[src/rtl/core/aesp_pkg.sv]
// Shared types, constants and helper functions of the escape sequence parser.
package aesp_pkg;

    // Fixed field widths
    localparam int BYTE_W = 8;
    localparam int NUM_W  = 16;
    localparam int ATTR_W = 16;
    localparam int KIND_W = 4;

    // Special bytes
    localparam logic [BYTE_W-1:0] ESC_CHAR   = 8'd27;
    localparam logic [BYTE_W-1:0] CHAR_LBRK  = 8'h5B; // '['
    localparam logic [BYTE_W-1:0] CHAR_SEMI  = 8'h3B; // ';'
    localparam logic [BYTE_W-1:0] CHAR_ZERO  = 8'h30; // '0'
    localparam logic [BYTE_W-1:0] CHAR_NINE  = 8'h39; // '9'
    localparam logic [BYTE_W-1:0] CHAR_LC_S  = 8'h73; // 's'
    localparam logic [BYTE_W-1:0] CHAR_LC_U  = 8'h75; // 'u'
    localparam logic [BYTE_W-1:0] CHAR_LC_F  = 8'h66; // 'f'
    localparam logic [BYTE_W-1:0] CHAR_LC_M  = 8'h6D; // 'm'
    localparam logic [BYTE_W-1:0] CHAR_UC_A  = 8'h41; // 'A'
    localparam logic [BYTE_W-1:0] CHAR_UC_B  = 8'h42; // 'B'
    localparam logic [BYTE_W-1:0] CHAR_UC_C  = 8'h43; // 'C'
    localparam logic [BYTE_W-1:0] CHAR_UC_D  = 8'h44; // 'D'
    localparam logic [BYTE_W-1:0] CHAR_UC_H  = 8'h48; // 'H'
    localparam logic [BYTE_W-1:0] CHAR_UC_J  = 8'h4A; // 'J'

    // Number accumulation wraps modulo this value
    localparam logic [NUM_W-1:0] NUM_MOD = 16'hFFFF;
    localparam logic [NUM_W-1:0] NUM_CLEAR_ALL = 16'd2;

    // Attribute constants
    localparam logic [ATTR_W-1:0] ATTR_DEFAULT = 16'h0007;
    localparam logic [ATTR_W-1:0] ATTR_BRIGHT  = 16'h0088;
    localparam logic [ATTR_W-1:0] ATTR_ULINE   = 16'h8000;
    localparam logic [ATTR_W-1:0] MASK_FG      = 16'h00F8;
    localparam logic [ATTR_W-1:0] MASK_BG      = 16'h008F;
    localparam logic [ATTR_W-1:0] MASK_FG_DEF  = 16'h00F7;
    localparam logic [ATTR_W-1:0] MASK_BG_DEF  = 16'h007F;

    // Parse phase
    typedef enum logic [2:0] {
        PH_IDLE,
        PH_ESC,
        PH_V1_START,
        PH_V1_MORE,
        PH_V2_START,
        PH_V2_MORE
    } phase_t;

    // Result kind
    typedef enum logic [KIND_W-1:0] {
        KIND_TEXT    = 4'd0,
        KIND_ATTR    = 4'd1,
        KIND_SAVE    = 4'd2,
        KIND_RESTORE = 4'd3,
        KIND_POS     = 4'd4,
        KIND_UP      = 4'd5,
        KIND_DOWN    = 4'd6,
        KIND_FWD     = 4'd7,
        KIND_BACK    = 4'd8,
        KIND_CLEAR   = 4'd9
    } kind_t;

    // Command handed from the front to the back through the queue.
    // For attribute commands n1/n2 carry the SGR codes.
    typedef struct packed {
        kind_t             kind;
        logic [BYTE_W-1:0] text_byte;
        logic [NUM_W-1:0]  n1;
        logic [NUM_W-1:0]  n2;
        logic              two_codes;
    } cmd_t;

    // (v * 10 + d) mod 65535; v < 65535 so the folded sum needs one correction
    function automatic logic [NUM_W-1:0] accumulate(input logic [NUM_W-1:0] v,
                                                    input logic [3:0] d);
        logic [NUM_W+3:0] x;
        logic [NUM_W:0]   s;
        x = {1'b0, v, 3'b000} + {3'b000, v, 1'b0} + {{NUM_W{1'b0}}, d};
        s = {1'b0, x[NUM_W-1:0]} + {{(NUM_W-3){1'b0}}, x[NUM_W+3:NUM_W]};
        if (s >= {1'b0, NUM_MOD})
            s = s - {1'b0, NUM_MOD};
        return s[NUM_W-1:0];
    endfunction

    // Apply one SGR code to an attribute word
    function automatic logic [ATTR_W-1:0] sgr_apply(input logic [ATTR_W-1:0] a,
                                                    input logic [NUM_W-1:0] code);
        logic [ATTR_W-1:0] r;
        case (code)
            16'd0:   r = ATTR_DEFAULT;
            16'd1:   r = a | ATTR_BRIGHT;
            16'd4:   r = a | ATTR_ULINE;
            16'd7:   r = {8'h00, a[3:0], a[7:4]};
            16'd30:  r = a & MASK_FG;
            16'd31:  r = (a & MASK_FG) | 16'h0004;
            16'd32:  r = (a & MASK_FG) | 16'h0002;
            16'd33:  r = (a & MASK_FG) | 16'h0006;
            16'd34:  r = (a & MASK_FG) | 16'h0001;
            16'd35:  r = (a & MASK_FG) | 16'h0005;
            16'd36:  r = (a & MASK_FG) | 16'h0003;
            16'd37:  r = (a & MASK_FG) | 16'h0007;
            16'd39:  r = a & MASK_FG_DEF;
            16'd40:  r = a & MASK_BG;
            16'd41:  r = (a & MASK_BG) | 16'h0040;
            16'd42:  r = (a & MASK_BG) | 16'h0020;
            16'd43:  r = (a & MASK_BG) | 16'h0060;
            16'd44:  r = (a & MASK_BG) | 16'h0010;
            16'd45:  r = (a & MASK_BG) | 16'h0050;
            16'd46:  r = (a & MASK_BG) | 16'h0030;
            16'd47:  r = (a & MASK_BG) | 16'h0070;
            16'd49:  r = a & MASK_BG_DEF;
            default: r = code;
        endcase
        return r;
    endfunction

endpackage

[src/rtl/core/aesp_front.sv]
// Front end: takes input bytes, runs the sequence parser and issues commands.
module aesp_front
(
    input  logic                   clk,
    input  logic                   rst_n,
    input  logic                   in_valid,
    input  logic [aesp_pkg::BYTE_W-1:0] in_byte,
    input  logic                   q_ready,
    output logic                   in_ready,
    output logic                   cmd_valid,
    output aesp_pkg::cmd_t         cmd
);
    import aesp_pkg::*;

    phase_t            phase_reg, phase_next;
    logic [NUM_W-1:0]  v1_reg, v1_next;
    logic [NUM_W-1:0]  v2_reg, v2_next;
    logic              accept;
    logic              is_digit;
    logic [3:0]        digit_val;
    logic [NUM_W-1:0]  v1_acc, v2_acc;
    logic              emit;

    assign in_ready  = q_ready;
    assign accept    = in_valid && q_ready;
    assign is_digit  = (in_byte >= CHAR_ZERO) && (in_byte <= CHAR_NINE);
    assign digit_val = is_digit ? 4'(in_byte - CHAR_ZERO) : 4'd0;
    assign v1_acc    = accumulate(v1_reg, digit_val);
    assign v2_acc    = accumulate(v2_reg, digit_val);
    assign cmd_valid = accept && emit;

    // Next parse phase
    always_comb
    begin
        phase_next = PH_IDLE;
        case (phase_reg)
            PH_IDLE:     if (in_byte == ESC_CHAR) phase_next = PH_ESC;
            PH_ESC:      if (in_byte == CHAR_LBRK) phase_next = PH_V1_START;
            PH_V1_START:
            begin
                if (is_digit)                phase_next = PH_V1_MORE;
                else if (in_byte == CHAR_SEMI) phase_next = PH_V1_START;
            end
            PH_V1_MORE:
            begin
                if (is_digit)                phase_next = PH_V1_MORE;
                else if (in_byte == CHAR_SEMI) phase_next = PH_V2_START;
            end
            PH_V2_START:
            begin
                if (is_digit)                phase_next = PH_V2_MORE;
                else if (in_byte == CHAR_SEMI) phase_next = PH_V2_START;
            end
            PH_V2_MORE:
            begin
                if (is_digit)                phase_next = PH_V2_MORE;
                else if (in_byte == CHAR_SEMI) phase_next = PH_V1_START;
            end
            default:     phase_next = PH_IDLE;
        endcase
    end

    // Number updates and command decode
    always_comb
    begin
        v1_next       = v1_reg;
        v2_next       = v2_reg;
        emit          = 1'b0;
        cmd.kind      = KIND_TEXT;
        cmd.text_byte = '0;
        cmd.n1        = '0;
        cmd.n2        = '0;
        cmd.two_codes = 1'b0;
        case (phase_reg)
            PH_IDLE:
            begin
                if (in_byte == ESC_CHAR)
                begin
                    v1_next = '0;
                    v2_next = '0;
                end
                else
                begin
                    emit          = 1'b1;
                    cmd.text_byte = in_byte;
                end
            end
            PH_V1_START:
            begin
                if (is_digit)
                    v1_next = v1_acc;
                else if (in_byte == CHAR_LC_S)
                begin
                    emit     = 1'b1;
                    cmd.kind = KIND_SAVE;
                end
                else if (in_byte == CHAR_LC_U)
                begin
                    emit     = 1'b1;
                    cmd.kind = KIND_RESTORE;
                end
                else if (in_byte == CHAR_UC_H || in_byte == CHAR_LC_F)
                begin
                    emit     = 1'b1;
                    cmd.kind = KIND_POS;
                end
            end
            PH_V1_MORE:
            begin
                cmd.n1 = v1_reg;
                if (is_digit)
                    v1_next = v1_acc;
                else if (in_byte == CHAR_LC_M)
                begin
                    emit     = 1'b1;
                    cmd.kind = KIND_ATTR;
                end
                else if (in_byte == CHAR_UC_A)
                begin
                    emit     = 1'b1;
                    cmd.kind = KIND_UP;
                end
                else if (in_byte == CHAR_UC_B)
                begin
                    emit     = 1'b1;
                    cmd.kind = KIND_DOWN;
                end
                else if (in_byte == CHAR_UC_C)
                begin
                    emit     = 1'b1;
                    cmd.kind = KIND_FWD;
                end
                else if (in_byte == CHAR_UC_D)
                begin
                    emit     = 1'b1;
                    cmd.kind = KIND_BACK;
                end
                else if (in_byte == CHAR_UC_J && v1_reg == NUM_CLEAR_ALL)
                begin
                    emit     = 1'b1;
                    cmd.kind = KIND_CLEAR;
                    cmd.n1   = '0;
                end
            end
            PH_V2_START:
            begin
                if (is_digit)
                    v2_next = v2_acc;
            end
            PH_V2_MORE:
            begin
                cmd.n1 = v1_reg;
                cmd.n2 = v2_reg;
                if (is_digit)
                    v2_next = v2_acc;
                else if (in_byte == CHAR_LC_M || in_byte == CHAR_SEMI)
                begin
                    emit          = 1'b1;
                    cmd.kind      = KIND_ATTR;
                    cmd.two_codes = 1'b1;
                    if (in_byte == CHAR_SEMI)
                    begin
                        v1_next = '0;
                        v2_next = '0;
                    end
                end
                else if (in_byte == CHAR_UC_H || in_byte == CHAR_LC_F)
                begin
                    emit     = 1'b1;
                    cmd.kind = KIND_POS;
                end
            end
            default: ;
        endcase
    end

    // Parser state
    always_ff @(posedge clk or negedge rst_n)
    begin
        if (!rst_n)
        begin
            phase_reg <= PH_IDLE;
            v1_reg    <= '0;
            v2_reg    <= '0;
        end
        else if (accept)
        begin
            phase_reg <= phase_next;
            v1_reg    <= v1_next;
            v2_reg    <= v2_next;
        end
    end

endmodule

[src/rtl/core/aesp_queue.sv]
// Small command queue between the parser front and the execution back end.
module aesp_queue
#(
    parameter int DEPTH = 2
)
(
    input  logic           clk,
    input  logic           rst_n,
    input  logic           push_valid,
    input  aesp_pkg::cmd_t push_data,
    output logic           push_ready,
    output logic           pop_valid,
    input  logic           pop_ready,
    output aesp_pkg::cmd_t pop_data
);
    import aesp_pkg::*;

    localparam int PTR_W = (DEPTH > 1) ? $clog2(DEPTH) : 1;
    localparam int CNT_W = $clog2(DEPTH + 1);
    localparam logic [PTR_W-1:0] LAST_PTR = PTR_W'(DEPTH - 1);
    localparam logic [CNT_W-1:0] FULL_CNT = CNT_W'(DEPTH);

    cmd_t             mem [DEPTH];
    logic [PTR_W-1:0] wr_ptr_reg, wr_ptr_next;
    logic [PTR_W-1:0] rd_ptr_reg, rd_ptr_next;
    logic [CNT_W-1:0] count_reg, count_next;
    logic             do_push, do_pop;

    assign push_ready = (count_reg != FULL_CNT);
    assign pop_valid  = (count_reg != '0);
    assign pop_data   = mem[rd_ptr_reg];
    assign do_push    = push_valid && push_ready;
    assign do_pop     = pop_valid && pop_ready;

    // Pointer and fill count
    always_comb
    begin
        wr_ptr_next = wr_ptr_reg;
        rd_ptr_next = rd_ptr_reg;
        count_next  = count_reg;
        if (do_push)
            wr_ptr_next = (wr_ptr_reg == LAST_PTR) ? '0 : wr_ptr_reg + 1'b1;
        if (do_pop)
            rd_ptr_next = (rd_ptr_reg == LAST_PTR) ? '0 : rd_ptr_reg + 1'b1;
        if (do_push && !do_pop)
            count_next = count_reg + 1'b1;
        else if (do_pop && !do_push)
            count_next = count_reg - 1'b1;
    end

    always_ff @(posedge clk or negedge rst_n)
    begin
        if (!rst_n)
        begin
            wr_ptr_reg <= '0;
            rd_ptr_reg <= '0;
            count_reg  <= '0;
        end
        else
        begin
            wr_ptr_reg <= wr_ptr_next;
            rd_ptr_reg <= rd_ptr_next;
            count_reg  <= count_next;
        end
    end

    // Storage
    always_ff @(posedge clk)
    begin
        if (do_push)
            mem[wr_ptr_reg] <= push_data;
    end

endmodule

[src/rtl/core/aesp_back.sv]
// Back end: executes commands, keeps the text attribute, drives the output register.
module aesp_back
(
    input  logic                         clk,
    input  logic                         rst_n,
    input  logic                         cfg_we,
    input  logic [aesp_pkg::ATTR_W-1:0]  cfg_wdata,
    input  logic                         q_valid,
    input  aesp_pkg::cmd_t               q_data,
    output logic                         q_ready,
    output logic                         out_valid,
    input  logic                         out_ready,
    output logic [aesp_pkg::KIND_W-1:0]  out_kind,
    output logic [aesp_pkg::BYTE_W-1:0]  out_text,
    output logic [aesp_pkg::NUM_W-1:0]   out_n1,
    output logic [aesp_pkg::NUM_W-1:0]   out_n2,
    output logic [aesp_pkg::ATTR_W-1:0]  out_attr
);
    import aesp_pkg::*;

    logic              valid_reg, valid_next;
    logic [ATTR_W-1:0] cur_attr_reg, cur_attr_next;
    logic [KIND_W-1:0] kind_reg;
    logic [BYTE_W-1:0] text_reg;
    logic [NUM_W-1:0]  n1_reg, n2_reg;
    logic [ATTR_W-1:0] attr_reg;
    logic [ATTR_W-1:0] attr_one, attr_two, attr_new;
    logic              take;
    logic              is_attr;

    assign q_ready = !valid_reg || out_ready;
    assign take    = q_valid && q_ready;
    assign is_attr = (q_data.kind == KIND_ATTR);

    // SGR codes applied in order
    assign attr_one = sgr_apply(cur_attr_reg, q_data.n1);
    assign attr_two = sgr_apply(attr_one, q_data.n2);
    assign attr_new = q_data.two_codes ? attr_two : attr_one;

    always_comb
    begin
        valid_next    = valid_reg;
        cur_attr_next = cur_attr_reg;
        if (take)
            valid_next = 1'b1;
        else if (out_ready)
            valid_next = 1'b0;
        if (cfg_we)
            cur_attr_next = cfg_wdata;
        else if (take && is_attr)
            cur_attr_next = attr_new;
    end

    always_ff @(posedge clk or negedge rst_n)
    begin
        if (!rst_n)
        begin
            valid_reg    <= 1'b0;
            cur_attr_reg <= ATTR_DEFAULT;
        end
        else
        begin
            valid_reg    <= valid_next;
            cur_attr_reg <= cur_attr_next;
        end
    end

    // Output payload
    always_ff @(posedge clk)
    begin
        if (take)
        begin
            kind_reg <= q_data.kind;
            text_reg <= q_data.text_byte;
            n1_reg   <= is_attr ? '0 : q_data.n1;
            n2_reg   <= is_attr ? '0 : q_data.n2;
            attr_reg <= is_attr ? attr_new : '0;
        end
    end

    assign out_valid = valid_reg;
    assign out_kind  = kind_reg;
    assign out_text  = text_reg;
    assign out_n1    = n1_reg;
    assign out_n2    = n2_reg;
    assign out_attr  = attr_reg;

endmodule

[src/rtl/core/ansi_escape_sequence_parser_unit.sv]
// Top level of the escape sequence parser: front, command queue and back end.
//
//  Channel   Dir  Payload                                           Handshake
//  s_axis    in   tdata[7:0] byte_in                                tvalid/tready
//  m_axis    out  tuser[3:0] kind; tdata text_byte, first_number,   tvalid/tready
//                 second_number, attribute
//  cfg       in   cfg_wdata[15:0] initial_attribute                 cfg_we
//
// One byte is taken every cycle while the queue has room; a result is registered
// first into the queue, then into the back end output register.
// The queue of QUEUE_DEPTH commands lets the parser keep taking bytes while a
// result waits on m_axis_tready; s_axis_tready drops only when the queue is full.
// Reset puts the parser outside any sequence, empties the queue and sets the
// kept attribute to 7. A configuration write loads the kept attribute only.
module ansi_escape_sequence_parser_unit
#(
    parameter int QUEUE_DEPTH = 2
)
(
    input  logic        clk,
    input  logic        rst_n,
    input  logic        s_axis_tvalid,
    output logic        s_axis_tready,
    input  logic [7:0]  s_axis_tdata,   // [7:0] byte_in
    output logic        m_axis_tvalid,
    input  logic        m_axis_tready,
    output logic [55:0] m_axis_tdata,   // [7:0] text_byte, [23:8] first_number,
                                        // [39:24] second_number, [55:40] attribute
    output logic [3:0]  m_axis_tuser,   // [3:0] kind
    input  logic        cfg_we,
    input  logic [15:0] cfg_wdata       // [15:0] initial_attribute
);
    import aesp_pkg::*;

    cmd_t              f_cmd, q_cmd;
    logic              f_valid, q_push_ready, q_valid, q_pop_ready;
    logic [KIND_W-1:0] o_kind;
    logic [BYTE_W-1:0] o_text;
    logic [NUM_W-1:0]  o_n1, o_n2;
    logic [ATTR_W-1:0] o_attr;

    aesp_front u_front
    (
        .clk       (clk),
        .rst_n     (rst_n),
        .in_valid  (s_axis_tvalid),
        .in_byte   (s_axis_tdata),
        .q_ready   (q_push_ready),
        .in_ready  (s_axis_tready),
        .cmd_valid (f_valid),
        .cmd       (f_cmd)
    );

    aesp_queue #(.DEPTH(QUEUE_DEPTH)) u_queue
    (
        .clk        (clk),
        .rst_n      (rst_n),
        .push_valid (f_valid),
        .push_data  (f_cmd),
        .push_ready (q_push_ready),
        .pop_valid  (q_valid),
        .pop_ready  (q_pop_ready),
        .pop_data   (q_cmd)
    );

    aesp_back u_back
    (
        .clk       (clk),
        .rst_n     (rst_n),
        .cfg_we    (cfg_we),
        .cfg_wdata (cfg_wdata),
        .q_valid   (q_valid),
        .q_data    (q_cmd),
        .q_ready   (q_pop_ready),
        .out_valid (m_axis_tvalid),
        .out_ready (m_axis_tready),
        .out_kind  (o_kind),
        .out_text  (o_text),
        .out_n1    (o_n1),
        .out_n2    (o_n2),
        .out_attr  (o_attr)
    );

    assign m_axis_tuser = o_kind;
    assign m_axis_tdata = {o_attr, o_n2, o_n1, o_text};

endmodule

[config.mk]
export PLATFORM = sky130hd
export DESIGN_NAME = ansi_escape_sequence_parser_unit
export DESIGN_NICKNAME = d
export VERILOG_FILES = /design/src/rtl/core/aesp_pkg.sv /design/src/rtl/core/aesp_front.sv /design/src/rtl/core/aesp_queue.sv /design/src/rtl/core/aesp_back.sv /design/src/rtl/core/ansi_escape_sequence_parser_unit.sv
export SDC_FILE = /design/constraint.sdc
export NUM_CORES = 1
export LEC_CHECK = 0
export BUFFER_PORTS_ARGS = -buffer_cell sky130_fd_sc_hd__buf_2
export CELL_PAD_IN_SITES_DETAIL_PLACEMENT = 1
export CELL_PAD_IN_SITES_GLOBAL_PLACEMENT = 2
export CORE_MARGIN = 2
export CORE_UTILIZATION = 41
export CTS_BUF_LIST = sky130_fd_sc_hd__clkbuf_4 sky130_fd_sc_hd__clkbuf_8 sky130_fd_sc_hd__clkbuf_16
export DETAILED_ROUTE_END_ITERATION = 16
export GPL_TIMING_DRIVEN = 1
export PLACE_DENSITY = 0.94
export SLEW_MARGIN = 20
export SYNTH_ARGS = -nofsm -noshare
export SYNTH_HDL_FRONTEND = slang
export SYNTH_SLANG_ARGS = --single-unit
[constraint.sdc]
create_clock -name clk -period 7.1 [get_ports clk]
set_input_delay 0 -clock clk [delete_from_list [all_inputs] [get_ports clk]]
set_output_delay 0 -clock clk [all_outputs]
set_load 0.01 [all_outputs]
==> impl_metrics.yaml, run 1 <==
yosys:
  synth_flop_cell: "edfxtp_1"
  ys_async_sr_fraction_pct: 27.2
  syn_area_per_cell_sq_um: 10.5
  ys_ff_latch: 206
  synth-seq-area-share_pct: 44.8
  synth_nets: 1367
  synth.distinct_cells: 102
  netlist_instances: 1259
  synth_edf_count: 150
  netlist_area_sq_um: 13200
  ys_warn_count: 0
drt:
  wl_met2_um: 19100
  viasPerCell: 6.05
  drt_iter0_drc: 836
  wl_met1_um: 17200
  postRouteAntennaNets: 0
  drt-total-wl_um: 39000
  top_layer: "met4"
  met3_wirelength_um: 1430
  drc: 0
  wl_per_cell_um: 22.1
  route.vias.total: 10700
  dr.pass1.iters: 5
global_routing:
  grt_max_degree: 62
  grt_pass1_vias: 11200
  grt_usage_pct: 23.1
  grt_pass1_wl_um: 62000
  grt-ovfl-total: 0
  antenna_found_initial: 0
power_and_ir_drop:
  p_leak_uw: 0.00627
  pwr-share-clk_pct: 26.5
  powerDensity_nw_per_um2: 289
  power.total_uw: 4330
  swShare_pct: 34.2
  p_seq_share_pct: 42.3
  p_sw_uw: 1480
  power.internal_uw: 2850
  combPwrFrac_pct: 31.2
  peakVddDrop_v: 0.000190
clock_tree:
  path_clk_slew_ps: 60
  cts_root_buf: "clkbuf_16"
  cts_tree: "done"
  insertion_delay_ps: 500
  cts_made_buffers: 20
  htree_levels: 1
  cts_setup_buffers: 0
  cts.path.max_buffers: 3
  clkSinkCount: 206
sta:
  tightest_slew_ps: 1070
  rsz0062_at_grt: "no"
  setup_viol: 0
  slew_viol_final: 0
  layout_setup_ws_ps: 437
  hold_violations: 0
  min_period_over_period_pct: 93.8
  finalSetupTns_ps: 0
  skew_ps: 14.1
  slew_headroom_pct: 28.4
  fmax_ghz: 0.150
  layout_min_cycle_time_ps: 6660
layout:
  mostFrequentLayoutCells: "150 x edfxtp_1, 116 x nor2_1, 90 x buf_2"
  largest-register: "u_queue.mem"
  drive_gt1_share_pct: 15.0
  largest_register_ffs: 90
  antennaDiodeCount: 0
  nNetsFinal: 1458
  fill_cells: 3464
  final_common_cell: "edfxtp_1"
  syn2layout_area_growth_pct: 13.6
  finish.utilization_pct: 47.3
floorplan:
  core_sq_um: 31600
  dieArea_sq_um: 33600
  die_h_um: 183
  initial_utilization_pct: 41.6
  die_w_um: 183
  ios: 91
  rows: 65
critical_path:
  start_kind: "input pin"
  crit_arrival_ps: 7030
  endpoint_kind: "register"
  path_buf_inv: 3
  required_ps: 7460
  worstSetupPathType: "in -> reg"
  worstPathMaxFanout: 11
  crit_path_top_delay_cell: "dlygate4sd3_1"
  crit_family: "compound AO/OA/AOI/OAI gates"
  slowest_delay_ps: 520
flow_run:
  maxCapViolCount: 0
status:
  status: "finished clean"
place:
  io_buffers: 90
  routabilityCongestion: 0.909
  place_hpwl_um: 29500
  pre_cts_ws_ps: 271
min_path:
  hold_class: "in -> reg"
-- area by class of cell --
class,count,area [sq um],area share [%]
Timing Repair Buffer,121,738,4.93
Inverter,29,109,0.727
Sequential cell,206,5910,39.5
Tap cell,402,503,3.36
Clock inverter,6,82.6,0.552
Clock buffer,30,647,4.32
Multi-Input combinational cell,972,6980,46.6
-- logic make-up after synthesis --
group	after synthesis	synth area share, %
AOI/OAI and AO/OA	318	17.4
xor gates and xnor gates	63	4.24
adders and majority gates	79	7.73
buffers and inverters	81	2.56
DFF	206	44.8
muxes	60	4.79
and+or+nand+nor	452	18.4
-- power groups by stage --
| stage | clock [uW] | sequential, uW | combinational, uW |
|---|---|---|---|
| after global routing | 1210 | 1860 | 1450 |
| final | 1150 | 1830 | 1350 |
| after floorplan | 0 | 1890 | 761 |
| after detailed placement | 0 | 1860 | 1320 |
| after CTS | 1170 | 1840 | 1350 |
| after global placement | 0 | 1830 | 1280 |
-- timing repair --
| action | 4_1_cts | 5_1_grt |
|---|---|---|
| endpoints found under the hold margin | 78 | 0 |
| resized for setup | 0 | 5 |
| hold buffers | 22 | 0 |
| endpoints found under the setup margin | 0 | 32 |
-- through the flow --
stage	cell area [sq um]	hold WS (ps)	std cells
global route	15000	34.6	1766
floorplan	13200	-296	1259
detailed placement	14000	177	1708
global placement	14000	180	1708
CTS	14900	12.3	1766
finish	15000	39.5	1766
-- worst reg2reg max path: stages (launching register included) --
cell,delay (ps)
dfrtp_1,470
xnor2_1,220
ha_1,290
fa_1,470
a21o_1,210
a221oi_4,250
a32oi_1,200
a31oi_2,270
o21bai_1,90
a21oi_1,270
xnor2_1,190
ha_1,220
inv_1,60
fa_1,400
nand2b_1,160
a21oi_1,220
and2_1,190
nand4_1,190
or2_1,330
or3_4,390
a2111oi_4,420
a31oi_1,160
a31oi_2,290
o21ai_0,120
-- per-layer routing --
| metal | up-vias | track usage, % |
|---|---|---|
| met4 | 0 | 7.20 |
| li1 | 4985 | - |
| met5 | - | 0 |
| met1 | 5350 | 30.4 |
| met2 | 284 | 40.7 |
| met3 | 72 | 1.85 |
-- Yosys cell counts, drive strengths merged (8+ instances only) --
master  instances  share of area [%]
o211ai          8               0.46
buf            17               0.74
nand2b         21                1.1
nor4           20                1.0
mux2i          36                2.7
ha             75                7.1
nand2          74                2.2
dfrtp          53                 10
or3             9               0.47
o21a           10               0.57
and2           30                1.4
a21o           17               0.97
a21boi         10               0.57
nor2          117                3.4
edfxtp        150                 34
xor2           19                1.3
a21oi          71                2.7
nor3           31                1.2
o22a            8               0.53
and3           50                2.4
mux2           24                2.1
a31oi          13               0.66
clkbuf         35                1.0
o21ai          67                2.5
nor2b          13               0.62
inv            29               0.83
a32o           13               0.99
xnor2          44                3.0
nand3          31                1.2
nand4          11               0.52
nor3b          12               0.68
a221oi          8               0.66
-- worst paths after layout --
| path | start | end | slack [ps] | cells after the start |
|---|---|---|---|---|
| min in group asynchronous | rst_n | u_back.cur_attr_reg[15] | 170 | 3 |
| max reg2reg | u_front.v2_reg[0] | u_front.v2_reg[11] | 880 | 23 |
| max | s_axis_tdata[5] | u_front.v2_reg[11] | 440 | 28 |
| min reg2reg | u_queue.mem[1][39] | u_back.out_text[6] | 560 | 1 |
| max in group asynchronous | rst_n | u_queue.rd_ptr_reg | 6380 | 3 |
| min | s_axis_tdata[1] | u_queue.mem[0][34] | 40 | 2 |
Note: power is estimated with default switching activity, not from simulation.
==> run 2, diff against run 1 <==
--- a/config.mk
+++ b/config.mk
@@ -9,4 +9,5 @@
 export CELL_PAD_IN_SITES_DETAIL_PLACEMENT = 1
 export CELL_PAD_IN_SITES_GLOBAL_PLACEMENT = 2
+export CORE_ASPECT_RATIO = 0.9
 export CORE_MARGIN = 2
 export CORE_UTILIZATION = 41
==> constraint.sdc (replaced) <==
create_clock -name clk -period 6.61 [get_ports clk]
set_input_delay 0.661 -clock clk [delete_from_list [all_inputs] [get_ports clk]]
set_output_delay 0.661 -clock clk [all_outputs]
set_load 0.01 [all_outputs]
==> run 2 against run 1 <==
Compared with the run above:
- clock skew is essentially flat
- via count rose by 1.8%
- sequential share of layout area is 0.58 points lower
- hold slack better by 300 ps
- critical path depth increased by 1
- sequential power is 11% higher
- critical endpoint is now u_front.v2_reg[4]
- largest power group unchanged
==> impl_metrics.yaml, run 2 (synthesis gave the netlist of run 1 again) <==
critical_path:
  worstSetupPathType: "in -> reg"
  slowest_delay_ps: 460
  crit_start: "s_axis_tdata[4]"
  endpoint_kind: "register"
  crit_path_top_delay_cell: "a2111oi_4"
  crit_arrival_ps: 6720
  crit_top_cell: "ha_1"
  required_ps: 7000
  path_buf_inv: 4
  worstReg2RegStart: "u_front.v2_reg[4]"
  start_kind: "input pin"
  worstPathMaxFanout: 6
  crit_family: "compound AO/OA/AOI/OAI gates"
sta:
  tightest_slew_ps: 1090
  layout_setup_ws_ps: 275
  slew_viol_final: 0
  min_period_over_period_pct: 95.8
  setup_viol: 0
  skew_ps: 14.5
  layout_min_cycle_time_ps: 6330
  slew_headroom_pct: 26.8
  hold_violations: 0
  fmax_ghz: 0.158
layout:
  final_common_cell: "edfxtp_1"
  drive_gt1_share_pct: 18.3
  mostFrequentLayoutCells: "150 x edfxtp_1, 116 x nor2_1, 90 x buf_2"
  largest-register: "u_queue.mem"
  fill_cells: 3549
  largest_register_ffs: 90
  antennaDiodeCount: 0
  fin_cells: 1812
  nNetsFinal: 1487
  syn2layout_area_growth_pct: 15.3
place:
  pre_cts_ws_ps: -225
  routabilityCongestion: 0.917
  io_buffers: 90
  place_inst: 1770
  place_hpwl_um: 30900
clock_tree:
  insertion_delay_ps: 520
  cts_resized: 0
  clkSinkCount: 206
  ctsHoldBuffers: 0
  htree_levels: 1
  cts.path.max_buffers: 3
  cts_tree: "done"
  cts_setup_buffers: 0
  cts_made_buffers: 23
  path_clk_slew_ps: 60
  cts_root_buf: "clkbuf_16"
floorplan:
  core_sq_um: 31800
  rows: 62
  dieArea_sq_um: 33600
  die_w_um: 193
  initial_utilization_pct: 41.4
  ios: 91
  die_h_um: 174
power_and_ir_drop:
  powerDensity_nw_per_um2: 314
  p_leak_uw: 0.00642
  peakVddDrop_v: 0.000204
flow_run:
  maxCapViolCount: 0
global_routing:
  antenna_found_initial: 0
  grt_usage_pct: 24.1
  grt-ovfl-total: 0
  grt_max_degree: 77
  grt_pass1_vias: 11300
  grt_pass1_wl_um: 63700
drt:
  drt-total-wl_um: 40500
  route.vias.total: 10900
  wl_per_cell_um: 22.3
  postRouteAntennaNets: 0
  viasPerCell: 6.01
  drt_iter0_drc: 831
  drc: 0
  dr.pass1.iters: 5
status:
  status: "finished clean"
min_path:
  hold_class: "in -> async"
run 2: cell types whose count changed in the layout (fill, tap and decap cells not counted), sizes merged, moves of 2 or more:
cell         before  now
buf              99  147
dlygate4sd3      22    0
clkinvlp          0    3
bufinv            2    4
clkbuf           30   28
inv              29   31
run 2: through the flow:
stage / setup TNS, ps / area [sq um] / power (uW) / util [%] / hold slack (ps)
finish: 0 / 15200 / 4770 / 47.8 / 336
global route: -57.1 / 15200 / 5000 / 47.8 / 368
CTS: 0 / 15200 / 4790 / 47.7 / 345
detailed placement: -3760 / 14400 / 3420 / 45.2 / 518
global placement: 0 / 14400 / 3360 / 45.2 / 503
floorplan: 0 / 13200 / 2850 / - / 365
run 2: report_power, final:
| group | switching (uW) | internal (uW) | total, uW |
|---|---|---|---|
| clock | 532 | 826 | 1360 |
| combinational | 881 | 484 | 1360 |
| sequential | 227 | 1820 | 2040 |
run 2: area by class of cell:
cell class / count / area (sq um) / area share, %
multi-input combinational: 972 / 6980 / 45.9
sequential: 206 / 5910 / 38.9
timing repair buffer: 147 / 878 / 5.78
clock buffer: 28 / 619 / 4.08
tap: 416 / 520 / 3.42
clock inverter: 14 / 180 / 1.19
inverter: 29 / 109 / 0.716
run 2: worst paths after layout:
path                                                 to  slack, ps  cells after the start
worst max-delay path                  u_front.v2_reg[4]        280                     29
worst min-delay path            u_back.cur_attr_reg[13]        340                      2
worst max register to register        u_front.v2_reg[4]        620                     23
worst min register to register     u_queue.count_reg[1]        530                      1
max in group asynchronous            u_queue.rd_ptr_reg       5640                      2
min in group clk                u_back.cur_attr_reg[14]        360                      3
run 2: routing by layer:
layer	wire length, um	track usage, %
met1	18600	34.2
met2	19000	39.6
met3	2100	2.62
met4	737	5.37
met5	0	0
run 2: worst register-to-register path, delay by kind of cell, from the launching register on:
family / cells / cell delay [ps]
AOI/OAI and AO/OA: 10 / 2470
xor gates and xnor gates: 1 / 180
adders and majority gates: 3 / 1200
buffers and inverters: 1 / 90
DFF: 1 / 470
and+or+nand+nor: 8 / 1460
